### config.mk
export PLATFORM = sky130hd
export DESIGN_NAME = gchk_mul
export DESIGN_NICKNAME = d
export VERILOG_FILES = /design/src/hw/rtl/gchk_pkg.sv /design/src/hw/rtl/gchk_mul.sv
export SDC_FILE = /design/constraint.sdc
export NUM_CORES = 2
export LEC_CHECK = 0
export BUFFER_PORTS_ARGS = -buffer_cell sky130_fd_sc_hd__buf_4
export CORE_MARGIN = 4
export CORE_UTILIZATION = 60
export DETAILED_ROUTE_END_ITERATION = 8
export GPL_TIMING_DRIVEN = 0
export PLACE_DENSITY = 0.78
export SYNTH_ARGS = -nofsm -noshare
export SYNTH_HDL_FRONTEND = slang
export SYNTH_SLANG_ARGS = --single-unit
### constraint.sdc
create_clock -name clk -period 14.3 [get_ports clk]
set_input_delay 3.575 -clock clk [delete_from_list [all_inputs] [get_ports clk]]
set_output_delay 3.575 -clock clk [all_outputs]
set_load 0.02 [all_outputs]
### src/hw/rtl/gchk_pkg.sv
// ----------------------------------------------------------------------------
// gchk_pkg
// Shared widths, register indexes, reset values and rounding helpers of the
// per-cell scalar Kalman height filter.
// ----------------------------------------------------------------------------
package gchk_pkg;

  localparam int GRID_ROWS_DEF = 64;
  localparam int GRID_COLS_DEF = 64;

  localparam int IDX_W      = 6;
  localparam int VAL_W      = 16;
  localparam int SQ_W       = 32;
  localparam int CFG_ADDR_W = 8;

  localparam logic [CFG_ADDR_W-1:0] REG_STATE_GAIN    = CFG_ADDR_W'(0);
  localparam logic [CFG_ADDR_W-1:0] REG_MEASURE_GAIN  = CFG_ADDR_W'(1);
  localparam logic [CFG_ADDR_W-1:0] REG_PROCESS_NOISE = CFG_ADDR_W'(2);
  localparam logic [CFG_ADDR_W-1:0] REG_MEASURE_NOISE = CFG_ADDR_W'(3);

  localparam logic [VAL_W-1:0] CFG_RESET = VAL_W'(410);

  localparam int MUL_A_W = 33;
  localparam int MUL_B_W = 25;
  localparam int MUL_P_W = 58;
  localparam int DVD_W   = 63;
  localparam int DVS_W   = 54;
  localparam int QUO_W   = 32;

  typedef logic signed [MUL_P_W-1:0] prod_t;

  typedef struct packed {
    logic             done;
    logic             ovf;
    logic [QUO_W-1:0] quotient;
  } div_res_t;

  // divide by 2^s, round to nearest, ties away from zero
  function automatic prod_t rnd_shift(input prod_t v, input int unsigned s);
    prod_t h;
    h = prod_t'(1) <<< (s - 1);
    if (v < 0) begin
      return (v + h - prod_t'(1)) >>> s;
    end
    return (v + h) >>> s;
  endfunction

endpackage

### src/hw/rtl/gchk_mul.sv
// ----------------------------------------------------------------------------
// gchk_mul
// Shared signed multiplier with registered product.
// ----------------------------------------------------------------------------
module gchk_mul import gchk_pkg::*; (
  input  logic                      clk,
  input  logic signed [MUL_A_W-1:0] op_a,
  input  logic signed [MUL_B_W-1:0] op_b,
  output prod_t                     prod
);

  always_ff @(posedge clk) begin
    prod <= op_a * op_b;
  end

endmodule

==> impl_metrics.env <==
export IMPL_status="complete, no violations"
export IMPL_grt_pass1_wl_um=157500
export IMPL_postCtsSetupBuffers=0
export IMPL_drt_iter0_drc=2044
export IMPL_yosys_warnings=0
export IMPL_required_ns=14.50
export IMPL_slew_headroom_pct=23.56
export IMPL_crit_chain="buf_4, clkbuf_1, nand2_1, fa_1, fa_1, inv_1, fa_1, fa_1, fa_1, fa_1, inv_1, fa_1, inv_1, ha_1, clkbuf_1, a21oi_1, o21bai_1, a21o_1, o21ai_0, nand4_1, o21ai_1, o221ai_1, a21oi_1, o211ai_1"
export IMPL_start_util_pct=61.20
export IMPL_grt_ovfl_total=0
export IMPL_ys_types=60
export IMPL_synth_ff_type="dfxtp_1"
export IMPL_dieArea_um2=53990
export IMPL_drv_cap=0
export IMPL_grt_pass1_vias=25930
export IMPL_worst_pin_slew_ns=1.147
export IMPL_syn_avg_cell_area_um2=9.415
export IMPL_grt_max_degree=14
export IMPL_syn_area_um2=30200
export IMPL_hpwl_um=89160
export IMPL_crit_type="input port to flop"
export IMPL_synth_nets=4266
export IMPL_period_share_pct=78.39
export IMPL_slowest_stage="clkbuf_1"
export IMPL_clkTransAtPathRegs_ns=0.06
export IMPL_crit_path_max_incr_delay_ns=0.83
export IMPL_chipWidth_um=232.4
export IMPL_netlist_instances=3208
export IMPL_ios=117
export IMPL_cts_buffers=9
export IMPL_rows=81
export IMPL_max_flop_register="prod"
export IMPL_clk_path_buf_depth=2
export IMPL_drv_slew=0
export IMPL_wl_per_cell_um=26.29
export IMPL_drive_gt1_share_pct=4.701
export IMPL_synth_edff_count=0
export IMPL_drc=0
export IMPL_cp_max_fo=10
export IMPL_core_um2=49360
export IMPL_die_h_um=232.4
export IMPL_antenna_found_initial=9
export IMPL_place_gp_congestion=1.069
export IMPL_cts_tree="yes"
export IMPL_largest_register_ffs=58
export IMPL_crit_path_end_kind="flop"
export IMPL_crit_top_cell="fa_1"
export IMPL_cts_hold_buf=0
export IMPL_area_growth_pct=6.682
export IMPL_clock_sinks=58
export IMPL_cts_root_buf="clkbuf_16"
export IMPL_nNetsFinal=4393
export IMPL_rsz0062_at_grt="false"
export IMPL_dr_pass1_iters=6
export IMPL_track_usage_pct=40.49
export IMPL_yosysSeqAreaShare_pct=3.844
export IMPL_worstPathArrival_ns=11.41
export IMPL_post_drt_via_cell_ratio=5.891
export IMPL_ant_nets=0
export IMPL_vias=23640
export IMPL_portBuffers=116
export IMPL_htreeDepth=3
export IMPL_synth_seq_cells=58
export IMPL_wirelength_um=105500
export IMPL_startpoint_type="input port"
export IMPL_setup_tns_ns=0
export IMPL_final_hold_worst_slack_ns=3.566
export IMPL_largestRegisters="prod: 58 flops"
export IMPL_post_route_min_period_ns=11.21
export IMPL_setup_viol=0
export IMPL_cts_resized=0
export IMPL_hold_path_class="input port to flop"
export IMPL_max_freq_mhz=89.21
export IMPL_final_hold_viol_count=0
export IMPL_async_flop_share_pct=0
-- metal layers --
layer	global-route usage, %	wire (um)	share of wire, %
met5	0	9	0.0085
met4	29.65	10300	9.8
met3	8.366	10510	10
met2	65.14	49240	47
met1	48.45	35430	34
-- worst max-delay path, delay by kind of cell --
family	cells	cell delay (ns)
AO/OA/AOI/OAI	8	2.05
adder cells (fa/ha/maj)	8	4.02
buffers and inverters	6	1.44
AND/OR/NAND/NOR	2	0.31
-- worst paths after layout --
check / slack, ns / cells past startpoint / end / from
max: 3.09 / 24 / prod[57] / op_b[10]
min: 3.57 / 2 / prod[0] / op_a[0]
-- layout make-up --
cell class	count	area [um^2]
Sequential cell	58	1161
Multi-Input combinational cell	2206	25440
Fill cell	4192	17130
Antenna cell	8	20.02
Inverter	786	2950
Tap cell	664	830.8
Timing Repair Buffer	116	870.8
Clock inverter	6	67.56
Buffer	158	651.9
Clock buffer	10	229.0
-- Yosys cell counts, types with 3 or more instances --
master	n	area, um^2
inv_1	785	2947
xor2_1	15	131.4
o21bai_1	15	112.6
nand2b_1	11	68.82
nand4_1	15	93.84
xnor2_1	44	385.4
o211ai_1	7	52.55
a211o_1	3	26.28
o31ai_2	3	37.54
nand2_1	416	1562
clkbuf_1	148	555.5
o21ai_0	28	140.1
and3_1	8	50.05
nand3_1	16	80.08
o21a_1	5	37.54
nor2b_1	5	31.28
a31oi_1	10	62.56
and2_1	409	2559
a21o_1	34	255.2
nor2_1	57	214.0
nor3_1	6	30.03
nor3b_1	3	22.52
a211oi_1	8	60.06
dfxtp_1	58	1161
nor4_1	3	18.77
a21oi_1	51	255.2
buf_2	3	15.01
clkbuf_8	4	55.05
fa_1	842	16860
ha_1	157	1964
-- cell families (layout without fill, tap and decap cells) --
family,Yosys count,after routing,share of synthesized area [%]
other,0,8,0
DFF,58,58,3.844
xor gates and xnor gates,59,59,1.711
AOI/OAI and AO/OA,194,194,4.424
and+or+nand+nor,954,954,15.78
buffers and inverters,944,1076,11.93
adders and majority gates,999,999,62.31
-- placed cells by master (no fill, tap or decap), drive strengths merged, types with 2 or more instances in the layout --
cell	n
a211o	3
a211oi	9
a21boi	2
a21o	36
a21oi	51
a221oi	2
a311oi	2
a31o	2
a31oi	12
and2	410
and3	8
buf	121
clkbuf	163
clkinv	4
clkinvlp	2
dfxtp	58
diode	8
fa	842
ha	157
inv	785
nand2	416
nand2b	11
nand3	16
nand4	15
nor2	57
nor2b	5
nor3	6
nor3b	3
nor4	3
o2111ai	2
o211a	2
o211ai	9
o21a	6
o21ai	32
o21bai	15
o31ai	3
or3	2
xnor2	44
xor2	15
-- through the flow --
| step | std cells | worst slack (ns) | util (%) | cell area (um^2) |
|---|---|---|---|---|
| after floorplan | 3208 | 4.330 | - | 30200 |
| after global placement | 3988 | 3.047 | 64.64 | 31910 |
| after detailed placement | 3988 | 3.021 | 64.64 | 31910 |
| after CTS | 4004 | 3.367 | 65.24 | 32200 |
| after global routing | 4004 | 2.933 | 65.24 | 32200 |
| final | 4012 | 3.090 | 65.29 | 32220 |
Power is not shown: default switching activity piles up to over one toggle a cycle in this logic, so the estimate is an artifact.
