--- src/hw/rtl/gchk_pkg.sv ---
// ----------------------------------------------------------------------------
// gchk_pkg
// Shared widths, register indexes, reset values and rounding helpers of the
// per-cell scalar Kalman height filter.
// ----------------------------------------------------------------------------
package gchk_pkg;

  localparam int GRID_ROWS_DEF = 64;
  localparam int GRID_COLS_DEF = 64;

  localparam int IDX_W      = 6;
  localparam int VAL_W      = 16;
  localparam int SQ_W       = 32;
  localparam int CFG_ADDR_W = 8;

  localparam logic [CFG_ADDR_W-1:0] REG_STATE_GAIN    = CFG_ADDR_W'(0);
  localparam logic [CFG_ADDR_W-1:0] REG_MEASURE_GAIN  = CFG_ADDR_W'(1);
  localparam logic [CFG_ADDR_W-1:0] REG_PROCESS_NOISE = CFG_ADDR_W'(2);
  localparam logic [CFG_ADDR_W-1:0] REG_MEASURE_NOISE = CFG_ADDR_W'(3);

  localparam logic [VAL_W-1:0] CFG_RESET = VAL_W'(410);

  localparam int MUL_A_W = 33;
  localparam int MUL_B_W = 25;
  localparam int MUL_P_W = 58;
  localparam int DVD_W   = 63;
  localparam int DVS_W   = 54;
  localparam int QUO_W   = 32;

  typedef logic signed [MUL_P_W-1:0] prod_t;

  typedef struct packed {
    logic             done;
    logic             ovf;
    logic [QUO_W-1:0] quotient;
  } div_res_t;

  // divide by 2^s, round to nearest, ties away from zero
  function automatic prod_t rnd_shift(input prod_t v, input int unsigned s);
    prod_t h;
    h = prod_t'(1) <<< (s - 1);
    if (v < 0) begin
      return (v + h - prod_t'(1)) >>> s;
    end
    return (v + h) >>> s;
  endfunction

endpackage

--- src/hw/rtl/gchk_div.sv ---
// ----------------------------------------------------------------------------
// gchk_div
// Restoring divider, one quotient bit per cycle, with overflow detect for
// quotients of 2^32 and above.
// ----------------------------------------------------------------------------
module gchk_div import gchk_pkg::*; (
  input  logic             clk,
  input  logic             rst,
  input  logic             start,
  input  logic [DVD_W-1:0] dividend,
  input  logic [DVS_W-1:0] divisor,
  output div_res_t         res
);

  localparam int CNT_W = $clog2(QUO_W + 1);

  logic [DVS_W-1:0] rem;
  logic [QUO_W-1:0] dlo;
  logic [QUO_W-1:0] quo;
  logic [CNT_W-1:0] cnt;
  logic             run;
  logic             done;
  logic             ovf;
  logic [DVS_W:0]   trial;
  logic             take;

  assign trial = {rem, dlo[QUO_W-1]};
  assign take  = trial >= {1'b0, divisor};

  always_ff @(posedge clk) begin
    if (rst) begin
      run  <= 1'b0;
      done <= 1'b0;
    end else begin
      done <= 1'b0;
      if (start) begin
        ovf <= DVS_W'(dividend[DVD_W-1:QUO_W]) >= divisor;
        rem <= DVS_W'(dividend[DVD_W-1:QUO_W]);
        dlo <= dividend[QUO_W-1:0];
        quo <= '0;
        cnt <= CNT_W'(QUO_W);
        run <= 1'b1;
      end else if (run) begin
        rem <= take ? DVS_W'(trial - {1'b0, divisor}) : trial[DVS_W-1:0];
        quo <= {quo[QUO_W-2:0], take};
        dlo <= {dlo[QUO_W-2:0], 1'b0};
        cnt <= cnt - CNT_W'(1);
        if (cnt == CNT_W'(1)) begin
          run  <= 1'b0;
          done <= 1'b1;
        end
      end
    end
  end

  assign res.done     = done;
  assign res.ovf      = ovf;
  assign res.quotient = quo;

endmodule

--- config.mk ---
export PLATFORM = sky130hd
export DESIGN_NAME = gchk_div
export DESIGN_NICKNAME = d
export VERILOG_FILES = /design/src/hw/rtl/gchk_pkg.sv /design/src/hw/rtl/gchk_div.sv
export SDC_FILE = /design/constraint.sdc
export NUM_CORES = 1
export LEC_CHECK = 0
export ABC_AREA = 1
export BUFFER_PORTS_ARGS = -buffer_cell sky130_fd_sc_hd__buf_2
export CORE_MARGIN = 2
export CORE_UTILIZATION = 61
export CTS_BUF_LIST = sky130_fd_sc_hd__clkbuf_8
export DETAILED_ROUTE_END_ITERATION = 12
export HOLD_SLACK_MARGIN = 0.15
export PLACE_DENSITY_LB_ADDON = 0.08
export RECOVER_POWER = 50
export SETUP_SLACK_MARGIN = 0.5
export SYNTH_ARGS = -nofsm -noshare
export SYNTH_HDL_FRONTEND = slang
export SYNTH_SLANG_ARGS = --single-unit
--- constraint.sdc ---
create_clock -name clk -period 10.4 [get_ports clk]
set_input_delay 1.04 -clock clk [delete_from_list [all_inputs] [get_ports clk]]
set_output_delay 1.04 -clock clk [all_outputs]
set_load 0.02 [all_outputs]
==> impl_metrics.json <==
{
  "status": "finished, violations left",
  "violations": "capacitance limit, slew limit",
  "die_y_um": 144,
  "place_ws_ns": 6.04,
  "drc": 0,
  "crit_path_cell_trace": "clkbuf_1 -> clkinv_1 -> clkbuf_1 -> a21oi_4 -> clkbuf_1",
  "clk_pin_slew_ns": 0.09,
  "slowest_delay_ns": 2.86,
  "ff2ff_setup_slack_ns": 6.69,
  "grt-ovfl-total": 0,
  "gp_congestion": 1.00,
  "core_um2": 19300,
  "yosys_warnings": 0,
  "grt_usage": 0.338,
  "final_nets": 2240,
  "synth.distinct_cells": 36,
  "power_w": 0.00168,
  "die_area_um2": 20600,
  "cts_tree": "done",
  "numPortBuffers": 153,
  "period_needed_ns": 5.47,
  "endpoint": "dlo[10]",
  "fmax_ghz": 0.183,
  "setup_viol": 0,
  "final_common_cell": "nand2_1",
  "startpoint": "start",
  "powerDensity_nw_per_um2": 128,
  "grt_max_degree": 101,
  "nFillCells": 1805,
  "synth_top_area_frac": 0.316,
  "drive_gt1_frac": 0.0861,
  "crit_path_max_fanout": 89,
  "hold_viol": 0,
  "clk_latency_ns": 0.47,
  "rsz0062_at_grt": "false",
  "multi_input_area_um2": 6370,
  "post_drt_wl_per_cell_um": 15.0,
  "drt-pass1-iter-count": 8,
  "pin_count": 154,
  "cts_resized": 0,
  "cap_violations": 3,
  "fin_tns_setup_ns": 0,
  "power.leakage_nw": 7.40,
  "h-tree-depth": 4,
  "cts_buffers": 17,
  "timing.rr.end": "rem[51]",
  "antenna_left": 0,
  "drv_slew": 246,
  "hold_path.class": "reg -> reg",
  "setup_slack_ns": 4.93,
  "synth_area_leaders": "edfxtp_1 (32%), nand2_1 (23%), inv_1 (13%)",
  "die_x_um": 144,
  "num_rows": 51,
  "syn_inst": 1895,
  "crit_top_cell": "clkbuf_1",
  "reg2reg_depth": 14,
  "place_hpwl_um": 26400,
  "clockBufferDepth": 2,
  "final_cell_mix": "nand2_1 (737), inv_1 (398), nor2_1 (202)",
  "path_class": "in -> reg",
  "diodes": 0,
  "holdWs_ns": 0.508,
  "worstPathRequired_ns": 10.20,
  "worstMarginPinSlew_ns": 4.15,
  "grt_pass1_vias": 11000,
  "cp-start-kind": "input port",
  "ys_seq_area_frac": 0.319,
  "syn_area_per_cell_um2": 6.28,
  "skew_ns": 0.0221,
  "r2r_start": "rem[41]",
  "synth-seq-cells": 127,
  "via_count": 12000,
  "post_cts_buffers": 0,
  "grt_pass1_wl_um": 54200,
  "syn-cell-area_um2": 11900,
  "drt-total-wl_um": 34600,
  "antenna_found_initial": 0,
  "crit_arrival_ns": 5.27,
  "endpoint_kind": "flip-flop",
  "clock-sinks": 127,
  "drtIter0Drc": 967,
  "vias_per_cell": 5.20,
  "relSlewSlack": -1.76,
  "start_util": 0.617,
  "ctsRootBufferMaster": "clkbuf_8",
  "peakVddDrop_mv": 0.103,
  "post-route-util": 0.683,
  "critPathSlowestCell": "clkbuf_1",
  "post-route-period-util": 0.526,
  "cts_hold_buffers": 0,
  "seq_area_um2": 3790,
  "yosysTopAreaCell": "edfxtp_1",
  "synth_nets": 2103,
  "area_delta_synth_final_pct": 10.7
}
[how the worst min path moves through the flow]
stage          startpoint      end  slack, ns  cells past startpoint
2_1_floorplan         run     done       0.42                      2
3_3_place_gp      dlo[19]  dlo[20]       0.49                      2
3_5_place_dp       dlo[6]   dlo[7]       0.50                      2
4_1_cts           dlo[11]  dlo[12]       0.50                      2
5_1_grt           dlo[18]  dlo[19]       0.53                      2
6_report          dlo[11]  dlo[12]       0.51                      2
[critical path, delay by kind of cell]
family	cells	cell delay, ns
buffers and inverters	4	4.16
AO/OA/AOI/OAI	1	0.03
[report_power, final]
group / switching [W] / internal [W] / total [W]
logic: 0.000402 / 0.000203 / 0.000605
registers: 0.0000201 / 0.000617 / 0.000638
clock network: 0.000262 / 0.000178 / 0.000440
total: 0.000684 / 0.000998 / 0.00168
[metal layers]
layer / track usage / up-vias / wire length (um)
met5: 0 / - / 0
met4: 0.0846 / 0 / 699
met3: 0.0556 / 61 / 2770
met2: 0.563 / 463 / 15900
met1: 0.460 / 5412 / 15300
li1: - / 6087 / -
[logic make-up after synthesis]
family	after synthesis	synth area share
AOI/OAI and AO/OA	72	0.0325
xor gates and xnor gates	23	0.0169
adders and majority gates	88	0.0932
buffers and inverters	451	0.147
DFF	127	0.319
and+or+nand+nor	1134	0.392
[cell usage after synthesis, drive strengths merged]
master,n
or3,1
buf,18
xnor2,22
ha,87
inv,407
fa,1
nand3,87
nand3b,13
edfxtp,125
o21ai,12
o211ai,1
nor4,5
xor2,1
dfxtp,2
nand2,740
nor3,13
clkinv,2
o21a,2
clkbuf,24
a21oi,54
or2,2
nand4,64
and2,3
nor2,206
a21boi,1
o21bai,2
[layout make-up]
cell class / instances / area share
inverter: 409 / 0.117
tap: 265 / 0.0252
timing repair buffer: 160 / 0.0580
sequential: 127 / 0.288
multi-input combinational: 1317 / 0.484
clock inverter: 15 / 0.0106
clock buffer: 17 / 0.0178
[stage by stage]
stage,instance area [um^2],instances
after floorplan,11900,1895
after global placement,12800,2278
after detailed placement,12800,2278
after CTS,13200,2310
after global routing,13200,2310
final,13200,2310
[registers in the layout, indices dropped and copies added (netlist names)]
register and count:
dlo 32, run 1, cnt 6, quo 32, ovf 1, rem 54, done 1
No activity file was read; power rests on OpenSTA's default activity.
