`src/hw/rtl/gchk_ram.sv`:
```
// ----------------------------------------------------------------------------
// gchk_ram
// Generic single-write, single-read RAM with registered read data.
// ----------------------------------------------------------------------------
module gchk_ram #(
  parameter int WIDTH = 8,
  parameter int DEPTH = 16
) (
  input  logic                     clk,
  input  logic                     we,
  input  logic [$clog2(DEPTH)-1:0] waddr,
  input  logic [WIDTH-1:0]         wdata,
  input  logic [$clog2(DEPTH)-1:0] raddr,
  output logic [WIDTH-1:0]         rdata
);

  logic [WIDTH-1:0] mem [DEPTH];

  always_ff @(posedge clk) begin
    if (we) begin
      mem[waddr] <= wdata;
    end
    rdata <= mem[raddr];
  end

endmodule

```
`config.mk`:
```
export PLATFORM = sky130hd
export DESIGN_NAME = gchk_ram
export DESIGN_NICKNAME = d
export VERILOG_FILES = /design/src/hw/rtl/gchk_ram.sv
export SDC_FILE = /design/constraint.sdc
export NUM_CORES = 1
export LEC_CHECK = 0
export ABC_AREA = 1
export BUFFER_PORTS_ARGS = -buffer_cell sky130_fd_sc_hd__buf_2
export CORE_MARGIN = 10
export CORE_UTILIZATION = 45
export CTS_CLUSTER_DIAMETER = 60
export DETAILED_ROUTE_END_ITERATION = 8
export GPL_TIMING_DRIVEN = 0
export PLACE_DENSITY = 0.74
export SETUP_SLACK_MARGIN = 0.4
export SLEW_MARGIN = 10
export SYNTH_ARGS = -nofsm -noshare
export SYNTH_HDL_FRONTEND = slang
export SYNTH_SLANG_ARGS = --single-unit
```
`constraint.sdc`:
```
create_clock -name clk -period 1.3 [get_ports clk]
set_clock_uncertainty 0.1 [all_clocks]
set_input_delay 0.26 -clock clk [delete_from_list [all_inputs] [get_ports clk]]
set_output_delay 0.26 -clock clk [all_outputs]
set_load 0.01 [all_outputs]
```
==> results of run 1 <==
## through the flow
| stage | total power (W) | setup WS [ns] | cells | hold WS [ns] | cell area, um^2 |
|---|---|---|---|---|---|
| final | 0.0105 | 0.108 | 791 | 0.148 | 7450 |
| after floorplan | 0.00545 | 0.0664 | 551 | 0.259 | 6030 |
| after detailed placement | 0.00573 | -0.426 | 745 | 0.558 | 6350 |
| after global routing | 0.0108 | 0.0622 | 791 | 0.151 | 7450 |
| after CTS | 0.0104 | 0.0984 | 788 | 0.152 | 7280 |
| after global placement | 0.00571 | -0.400 | 745 | 0.560 | 6350 |
## state kept, by name, indices dropped and copies added, names as in the netlist
| register | flops |
|---|---|
| mem | 128 |
| rdata | 8 |
## power by group
group / switching, W / internal (W)
logic: 0.000565 / 0.000289
registers: 0.0000262 / 0.00490
clock network: 0.00173 / 0.00297
total: 0.00232 / 0.00816
## layer usage
layer	track usage (%)	share of wire [%]	up-vias	wire length, um
li1	-	-	1891	-
met1	19.7	38	1934	5610
met2	27.6	50	228	7280
met3	3.16	8.0	40	1170
met4	9.43	4.0	0	585
met5	0	0	-	0
## logic make-up after synthesis
family	count (synthesis)	share of synthesized area, %
simple gates	289	21.0
flops	136	69.4
buf+inv	126	9.52
## cell usage in the layout (no fill, tap or decap), drive strengths merged
| cell type | instances |
|---|---|
| dfxtp | 8 |
| edfxtp | 128 |
| nand3 | 97 |
| inv | 102 |
| clkinvlp | 2 |
| nand3b | 2 |
| clkinv | 4 |
| clkbuf | 24 |
| nor2 | 17 |
| nand2 | 173 |
| buf | 60 |
| bufinv | 2 |
## area by class of cell
type / instances / area share, %
flip-flops and latches: 136 / 53.7
plain buffers: 24 / 3.36
inverters: 102 / 5.30
repair buffers: 36 / 4.53
well taps: 172 / 2.89
multi-input cells: 289 / 22.4
clock inverters: 8 / 1.33
clock buffers: 24 / 6.46
## worst paths after layout
path,start,cells past startpoint,endpoint
worst max register to register,mem[2][5],6,rdata[5]
worst min-delay path,raddr[3],3,rdata[6]
worst min register to register,mem[1][3],6,rdata[3]
worst max-delay path,rdata[5],1,rdata[5]
## Yosys cell counts
library cell,count
nand2_1,173
edfxtp_1,128
inv_1,100
nand3_1,97
nor2_1,17
buf_2,13
dfxtp_1,8
buf_6,6
buf_4,4
inv_2,2
nand3b_1,2
buf_1,1
## timing repair
item | CTS | global route
endpoints found under the hold margin | 0 | 0
pin swaps | 36 | 29
setup endpoints to repair | 112 | 88
hold buffers | 0 | 0
setup buffers | 11 | 3
gates resized for setup | 47 | 32
==> run_results.csv, run 1 <==
group,metric,value,unit
detailed_routing,ant_nets,0,
synth,synth.area.top_cells,"edfxtp_1 67%, nand2_1 11%, nand3_1 8.4%, inv_1 6.5%, dfxtp_1 2.8%",
synth,avgSynthCellArea,10.5,um^2
sta,final-hold-violation-count,0,
cts,h-tree-depth,4,
placed_design,dp_hpwl,9.13,mm
worst_setup_path,worstPathMaxFanout,1,
sta,worst_slew_pin_slew,0.422,ns
die,start_util,45.9,%
sta,maxSlewViolCount,0,
cts,cts_tree,"built",
cells_and_area,post-route-util,59.3,%
detailed_routing,avgRoutedWirePerCell,18.5,um
cts,path_clk_slew,0.06,ns
grt,grt_max_degree,17,
synth,syn_area,0.00577,mm^2
worst_setup_path,regToRegSetupSlack,0.19,ns
die,row_count,41,
sta,period_needed,1.19,ns
worst_setup_path,end_kind,"primary output",
synth,synth_cell_type_count,12,
sta,max_slew_margin,71.9,%
worst_setup_path,cpLargestDelayFamily,"flip-flops",
die,die_h,133,um
status,outcome,"finished clean",
cells_and_area,multi_input_area,0.00167,mm^2
die,die_w,133,um
worst_setup_path,cpMaxStageDelayCell,"dfxtp_1",
min_path,hold_class,"primary input to register",
sta,rsz0062_at_grt,"yes",
pwr,p_leak,3.14,nW
cts,clock-sinks,136,
worst_setup_path,crit_buf_inv,1,
placed_design,portBuffers,22,
cts,clockRootBuffer,"clkbuf_16",
detailed_routing,num_vias,4093,
grt,track_usage,16.6,%
grt,overflow,0,
die,io_pins,26,
sta,fin_tns_setup,0,ns
sta,period_share,91.7,%
synth,yosysSeqAreaShare,69.4,%
worst_setup_path,cp.required,0.94,ns
detailed_routing,dr.first_iter.drc_count,387,
cells_and_area,nFillCells,923,
cells_and_area,area_growth,29.3,%
worst_setup_path,crit_path_start_kind,"register",
sta,max_freq,839,MHz
worst_setup_path,cp_cell_sequence,"buf_2",
synth,yosys.area.top_type_share,66.7,%
detailed_routing,dr.pass1.iters,5,
worst_setup_path,criticalPathCategory,"register to primary output",
worst_setup_path,crit_arrival,0.83,ns
synth,yosysWarnings,0,
detailed_routing,avgViaCountPerCell,5.17,
synth,synth_top_cell_by_area,"edfxtp_1",
synth,synth_seq_cells,136,
placed_design,gp_congestion,0.925,
grt,antenna_found_initial,0,
flow_run,drv_cap,0,
cts,cts_made_buffers,17,
synth,syn-num-nets,569,
cts,cts_max_path_buffers,2,
cells_and_area,num_antenna_cells,0,
detailed_routing,wl,14.6,mm
sta,setup_viol,0,
pwr,powerDensity,1410,mW/mm^2
cells_and_area,final-seq-area,0.00400,mm^2
cells_and_area,drive_above_1_share,30.5,%
synth,syn_inst,551,
detailed_routing,drc,0,
die,coreArea,0.0126,mm^2
grt,grt_pass1_vias,4037,
worst_setup_path,critPathMaxStageDelay,0.30,ns
cells_and_area,nNetsFinal,624,
pwr,ir_drop,0.894,mV
grt,grt_pass1_wl,22.3,mm
cts,clk_latency,0.42,ns
die,die_area,0.0177,mm^2
No activity file was read; power rests on OpenSTA's default activity.
==> inputs of run 2 (changes only) <==
--- a/config.mk
+++ b/config.mk
@@ -12,9 +12,10 @@
 export CTS_CLUSTER_DIAMETER = 60
 export DETAILED_ROUTE_END_ITERATION = 8
 export GPL_TIMING_DRIVEN = 0
+export HOLD_SLACK_MARGIN = 0.12
 export PLACE_DENSITY = 0.74
 export SETUP_SLACK_MARGIN = 0.4
-export SLEW_MARGIN = 10
+export SLEW_MARGIN = 40
 export SYNTH_ARGS = -nofsm -noshare
 export SYNTH_HDL_FRONTEND = slang
 export SYNTH_SLANG_ARGS = --single-unit
==> constraint.sdc (replaced) <==
create_clock -name clk -period 1.3 [get_ports clk]
set_clock_uncertainty 0.1 [all_clocks]
set_input_delay 0.13 -clock clk [delete_from_list [all_inputs] [get_ports clk]]
set_output_delay 0.13 -clock clk [all_outputs]
set_load 0.01 [all_outputs]
==> run_results.csv, run 2 (synthesized netlist as in run 1, its figures left out) <==
group,metric,value,unit
worst_setup_path,reg2reg_from,"mem[0][6]",
placed_design,place_ws,-0.285,ns
cells_and_area,reg.largest.list,"mem: 128 flops, rdata: 8 flops",
grt,grt_max_degree,17,
cells_and_area,num_antenna_cells,0,
sta,maxSlewViolCount,0,
min_path,hold_class,"primary input to register",
cells_and_area,nNetsFinal,622,
flow_run,drv_cap,0,
grt,antenna_found_initial,0,
sta,fin_tns_setup,0,ns
cts,clockRootBuffer,"clkbuf_16",
placed_design,gp_congestion,0.873,
sta,timing.hold.ws,0.0496,ns
detailed_routing,num_vias,4074,
min_path,hp-start,"raddr[2]",
cells_and_area,most-common-layout-cells,"160 x nand2_1, 128 x edfxtp_1, 97 x inv_1",
cells_and_area,drive_above_1_share,25.3,%
detailed_routing,avgViaCountPerCell,5.16,
die,start_util,45.9,%
sta,rsz0062_at_grt,"yes",
sta,setup_viol,0,
cts,postCtsHoldBufs,5,
sta,setup_slack,0.196,ns
worst_setup_path,crit_path_start_kind,"register",
detailed_routing,avgRoutedWirePerCell,18.6,um
grt,grt_pass1_wl,22.2,mm
worst_setup_path,worstPathMaxFanout,1,
cts,clk_latency,0.42,ns
die,coreArea,0.0126,mm^2
sta,max_freq,906,MHz
cts,h-tree-depth,4,
cts,cts_made_buffers,17,
detailed_routing,dr.pass1.iters,5,
sta,period_share,84.9,%
worst_setup_path,end_kind,"register",
detailed_routing,ant_nets,0,
die,row_count,41,
pwr,powerDensity,1420,mW/mm^2
cts,cts_max_path_buffers,2,
placed_design,place_inst,745,
grt,track_usage,16.4,%
placed_design,dp_hpwl,8.97,mm
sta,worst_slew_pin_slew,0.515,ns
sta,max_slew_margin,65.7,%
die,io_pins,26,
cts,cts_tree,"built",
sta,period_needed,1.10,ns
die,die_area,0.0177,mm^2
cts,clock-sinks,136,
die,die_w,133,um
worst_setup_path,regToRegSetupSlack,0.20,ns
worst_setup_path,cp.required,1.51,ns
sta,final-hold-violation-count,0,
grt,grt_pass1_vias,3968,
cells_and_area,area_growth,26.3,%
cells_and_area,largest_register_ffs,128,
pwr,p_leak,3.09,nW
pwr,ir_drop,0.993,mV
grt,overflow,0,
worst_setup_path,startpoint,"mem[0][6]",
status,outcome,"finished clean",
cells_and_area,final_cells,789,
placed_design,portBuffers,22,
cells_and_area,final_common_cell,"nand2_1",
die,die_h,133,um
worst_setup_path,criticalPathCategory,"register to register",
detailed_routing,dr.first_iter.drc_count,415,
cells_and_area,top_register,"mem",
detailed_routing,drc,0,
worst_setup_path,crit_arrival,1.31,ns
detailed_routing,wl,14.7,mm
cts,path_clk_slew,0.06,ns
-- run 2: cell count changes in the layout (fill, tap and decap cells not counted), sizes merged --
cell	delta
clkinvlp	-1
dlygate4sd3	+5
buf	-9
clkinv	+3
-- run 2: final timing paths --
path,end,depth (start not counted)
max,rdata[6],6
min,rdata[1],4
max reg2reg,rdata[6],6
min reg2reg,rdata[1],6
-- run 2: cell type report --
type | instances | area [um^2]
Buffer | 24 | 205
Multi-Input combinational cell | 289 | 1580
Sequential cell | 136 | 4010
Clock buffer | 22 | 464
Tap cell | 172 | 215
Inverter | 102 | 385
Timing Repair Buffer | 34 | 320
Clock inverter | 10 | 103
Fill cell | 971 | 5290
-- run 2: critical path, cell delays in order, from the launching register on --
cell and delay [ns]:
edfxtp_1 0.38, inv_1 0.08, nand2_1 0.06, nand3_1 0.10, nand3_2 0.12, nand3_2 0.08, nand2_1 0.07
-- run 2: metal layers --
layer / track usage (%) / part of all wire [%] / vias up
met4: 8.22 / 3.2 / 0
met1: 20.6 / 40 / 1960
met5: 0 / 0 / -
met3: 3.98 / 8.3 / 33
met2: 25.9 / 49 / 195
li1: - / - / 1886
-- run 2: through the flow --
step	utilization (%)	power (W)	area [um^2]
after detailed placement	49.9	0.00571	6270
after global routing	57.9	0.0106	7280
after CTS	56.9	0.0103	7160
after floorplan	-	0.00542	5940
after global placement	49.9	0.00569	6270
final	57.9	0.0103	7280
-- run 2: what timing repair did --
item / CTS / global route
endpoints found under the setup margin: 80 / 85
gates resized for setup: 41 / 26
hold endpoints to repair: 136 / 53
buffers inserted: 5 / 2
pin swaps: 23 / 20
-- run 2: power breakdown --
group          total (W)  switching, W  internal, W  leakage (nW)
Clock            0.00458       0.00169      0.00289         0.283
Sequential       0.00494     0.0000296      0.00491          1.22
Combinational   0.000823      0.000544     0.000280          1.58
Total             0.0103       0.00226      0.00808          3.09
==> inputs of run 3 (changes only) <==
==> constraint.sdc (replaced) <==
create_clock -name clk -period 1 [get_ports clk]
set_clock_uncertainty 0.1 [all_clocks]
set_input_delay 0.1 -clock clk [delete_from_list [all_inputs] [get_ports clk]]
set_output_delay 0.1 -clock clk [all_outputs]
set_load 0.01 [all_outputs]
==> run_results.csv, run 3 (synthesized netlist as in run 1, its figures left out) <==
group,metric,value,unit
cells_and_area,final_common_cell,"nand2_1",
cts,cts_max_path_buffers,2,
worst_setup_path,regToRegSetupSlack,-0.1,ns
cells_and_area,design_area,0.00742,mm^2
placed_design,gp_congestion,0.971,
detailed_routing,dr.first_iter.drc_count,461,
die,die_area,0.0177,mm^2
worst_setup_path,critPathMaxStageDelay,0.38,ns
worst_setup_path,crit_path_start_kind,"register",
worst_setup_path,crit_arrival,1.29,ns
cells_and_area,largest_register_ffs,128,
status,outcome,"finished with violations",
die,row_count,41,
cts,cts_made_buffers,17,
pwr,p_switching,0.00298,W
grt,antenna_found_initial,0,
pwr,p_leak,3.13,nW
pwr,internal_power,0.0104,W
worst_setup_path,crit_buf_inv,1,
cts,clk_latency,0.42,ns
worst_setup_path,criticalPathCategory,"register to register",
placed_design,portBuffers,22,
placed_design,dp_hpwl,8.95,mm
cts,h-tree-depth,4,
die,start_util,45.9,%
sta,timing.hold.ws,-0.0137,ns
cts,cts_tree,"built",
sta,max_freq,913,MHz
cts,clockRootBuffer,"clkbuf_16",
detailed_routing,ant_nets,0,
min_path,hold_class,"primary input to register",
sta,period_needed,1.10,ns
sta,period_share,110,%
detailed_routing,wl,14.9,mm
pwr,power_frac_clock,43.8,%
die,die_h,133,um
pwr,swShare,22.3,%
pwr,powerDensity,1800,mW/mm^2
sta,final-hold-violation-count,16,
grt,grt_pass1_vias,4112,
grt,overflow,0,
cts,path_clk_slew,0.06,ns
cells_and_area,reg.largest.list,"mem: 128 flops, rdata: 8 flops",
flow_run,drv_cap,0,
sta,max_slew_margin,67.2,%
worst_setup_path,r2r-end,"rdata[5]",
worst_setup_path,cpLargestDelayFamily,"simple AND/OR/NAND/NOR gates",
placed_design,dpl_cell_area,0.00625,mm^2
sta,worst_slew_pin_slew,0.491,ns
worst_setup_path,reg2reg_from,"mem[6][5]",
pwr,total_power,0.0134,W
sta,maxSlewViolCount,0,
cts,clock-sinks,136,
detailed_routing,avgRoutedWirePerCell,18.7,um
worst_setup_path,cp_cell_sequence,"inv_1, nand2_1, nand3_1, nand3_2, nand3_2, nand2_1",
grt,grt_max_degree,17,
cells_and_area,most-common-layout-cells,"156 x nand2_1, 128 x edfxtp_1, 95 x inv_1",
cells_and_area,nNetsFinal,627,
worst_setup_path,end_kind,"register",
die,coreArea,0.0126,mm^2
min_path,holdPathStages,1,
worst_setup_path,r2r_cells,6,
cells_and_area,drive_above_1_share,27.0,%
min_path,hp-start,"wdata[2]",
pwr,p_seq_share,48.0,%
cells_and_area,post-route-util,59.1,%
die,die_w,133,um
pwr,ir_drop,0.817,mV
grt,track_usage,16.4,%
cells_and_area,area_growth,28.7,%
die,io_pins,26,
cells_and_area,top_register,"mem",
worst_setup_path,cp.required,1.20,ns
pwr,pwr-share-comb,8.2,%
detailed_routing,drc,0,
grt,grt_pass1_wl,22.3,mm
detailed_routing,dr.pass1.iters,6,
worst_setup_path,cpMaxStageDelayCell,"edfxtp_1",
detailed_routing,num_vias,4068,
cells_and_area,num_antenna_cells,0,
detailed_routing,avgViaCountPerCell,5.12,
sta,setup_slack,-0.0956,ns
sta,setup_viol,16,
worst_setup_path,worstPathMaxFanout,1,
status,violations,"hold timing, setup timing",
min_path,hold-path-endpoint,"mem[7][2]",
sta,rsz0062_at_grt,"yes",
-- run 3: final cells by class --
class,instances,area [um^2]
Fill cell,954,5140
Sequential cell,136,4010
Multi-Input combinational cell,289,1620
Timing Repair Buffer,39,454
Clock buffer,22,444
Inverter,102,393
Tap cell,172,215
Buffer,24,188
Clock inverter,10,104
-- run 3: power by group through the flow --
stage	Combinational [W]	Sequential (W)	Clock, W
2_1_floorplan	0.000501	0.00654	0
3_3_place_gp	0.000855	0.00652	0
3_5_place_dp	0.000875	0.00652	0
4_1_cts	0.000998	0.00641	0.00586
5_1_grt	0.00117	0.00642	0.00613
6_report	0.00109	0.00642	0.00586
-- run 3: worst max-delay path by stage --
stage | start | endpoint | slack, ns | depth (start not counted)
floorplan | waddr[2] | mem[10][0] | -0.07 | 2
global placement | waddr[3] | mem[4][1] | -0.55 | 3
detailed placement | waddr[3] | mem[4][1] | -0.57 | 3
CTS | mem[6][0] | rdata[0] | -0.07 | 6
global route | mem[15][4] | rdata[4] | -0.14 | 6
finish | mem[6][5] | rdata[5] | -0.1 | 6
-- run 3: through the flow --
stage | hold WS, ns | worst slack (ns) | TNS, ns | std cells
floorplan | 0.0989 | -0.0736 | -4.71 | 551
global placement | 0.400 | -0.545 | -42.60 | 745
detailed placement | 0.399 | -0.572 | -46.43 | 745
CTS | -0.0130 | -0.0682 | -0.757 | 792
global route | 0.00168 | -0.139 | -1.30 | 794
finish | -0.0137 | -0.0956 | -0.836 | 794
-- run 3: layer usage --
metal	part of all wire [%]	GRT usage, %
met1	38	19.3
met2	51	27.2
met3	8.0	3.31
met4	3.5	10.2
met5	0	0
-- run 3: worst register-to-register path, cell delays in order, from the launching register on --
cell      delay [ns]
edfxtp_1        0.38
inv_1           0.07
nand2_1         0.05
nand3_1         0.09
nand3_2         0.12
nand3_2         0.10
nand2_1         0.07
-- run 3: repair_timing --
| action | 4_1_cts | 5_1_grt |
|---|---|---|
| setup buffers | 15 | 2 |
| pin swaps | 33 | 25 |
| gates resized for setup | 45 | 40 |
| setup endpoints to repair | 144 | 144 |
| hold endpoints to repair | 176 | 176 |
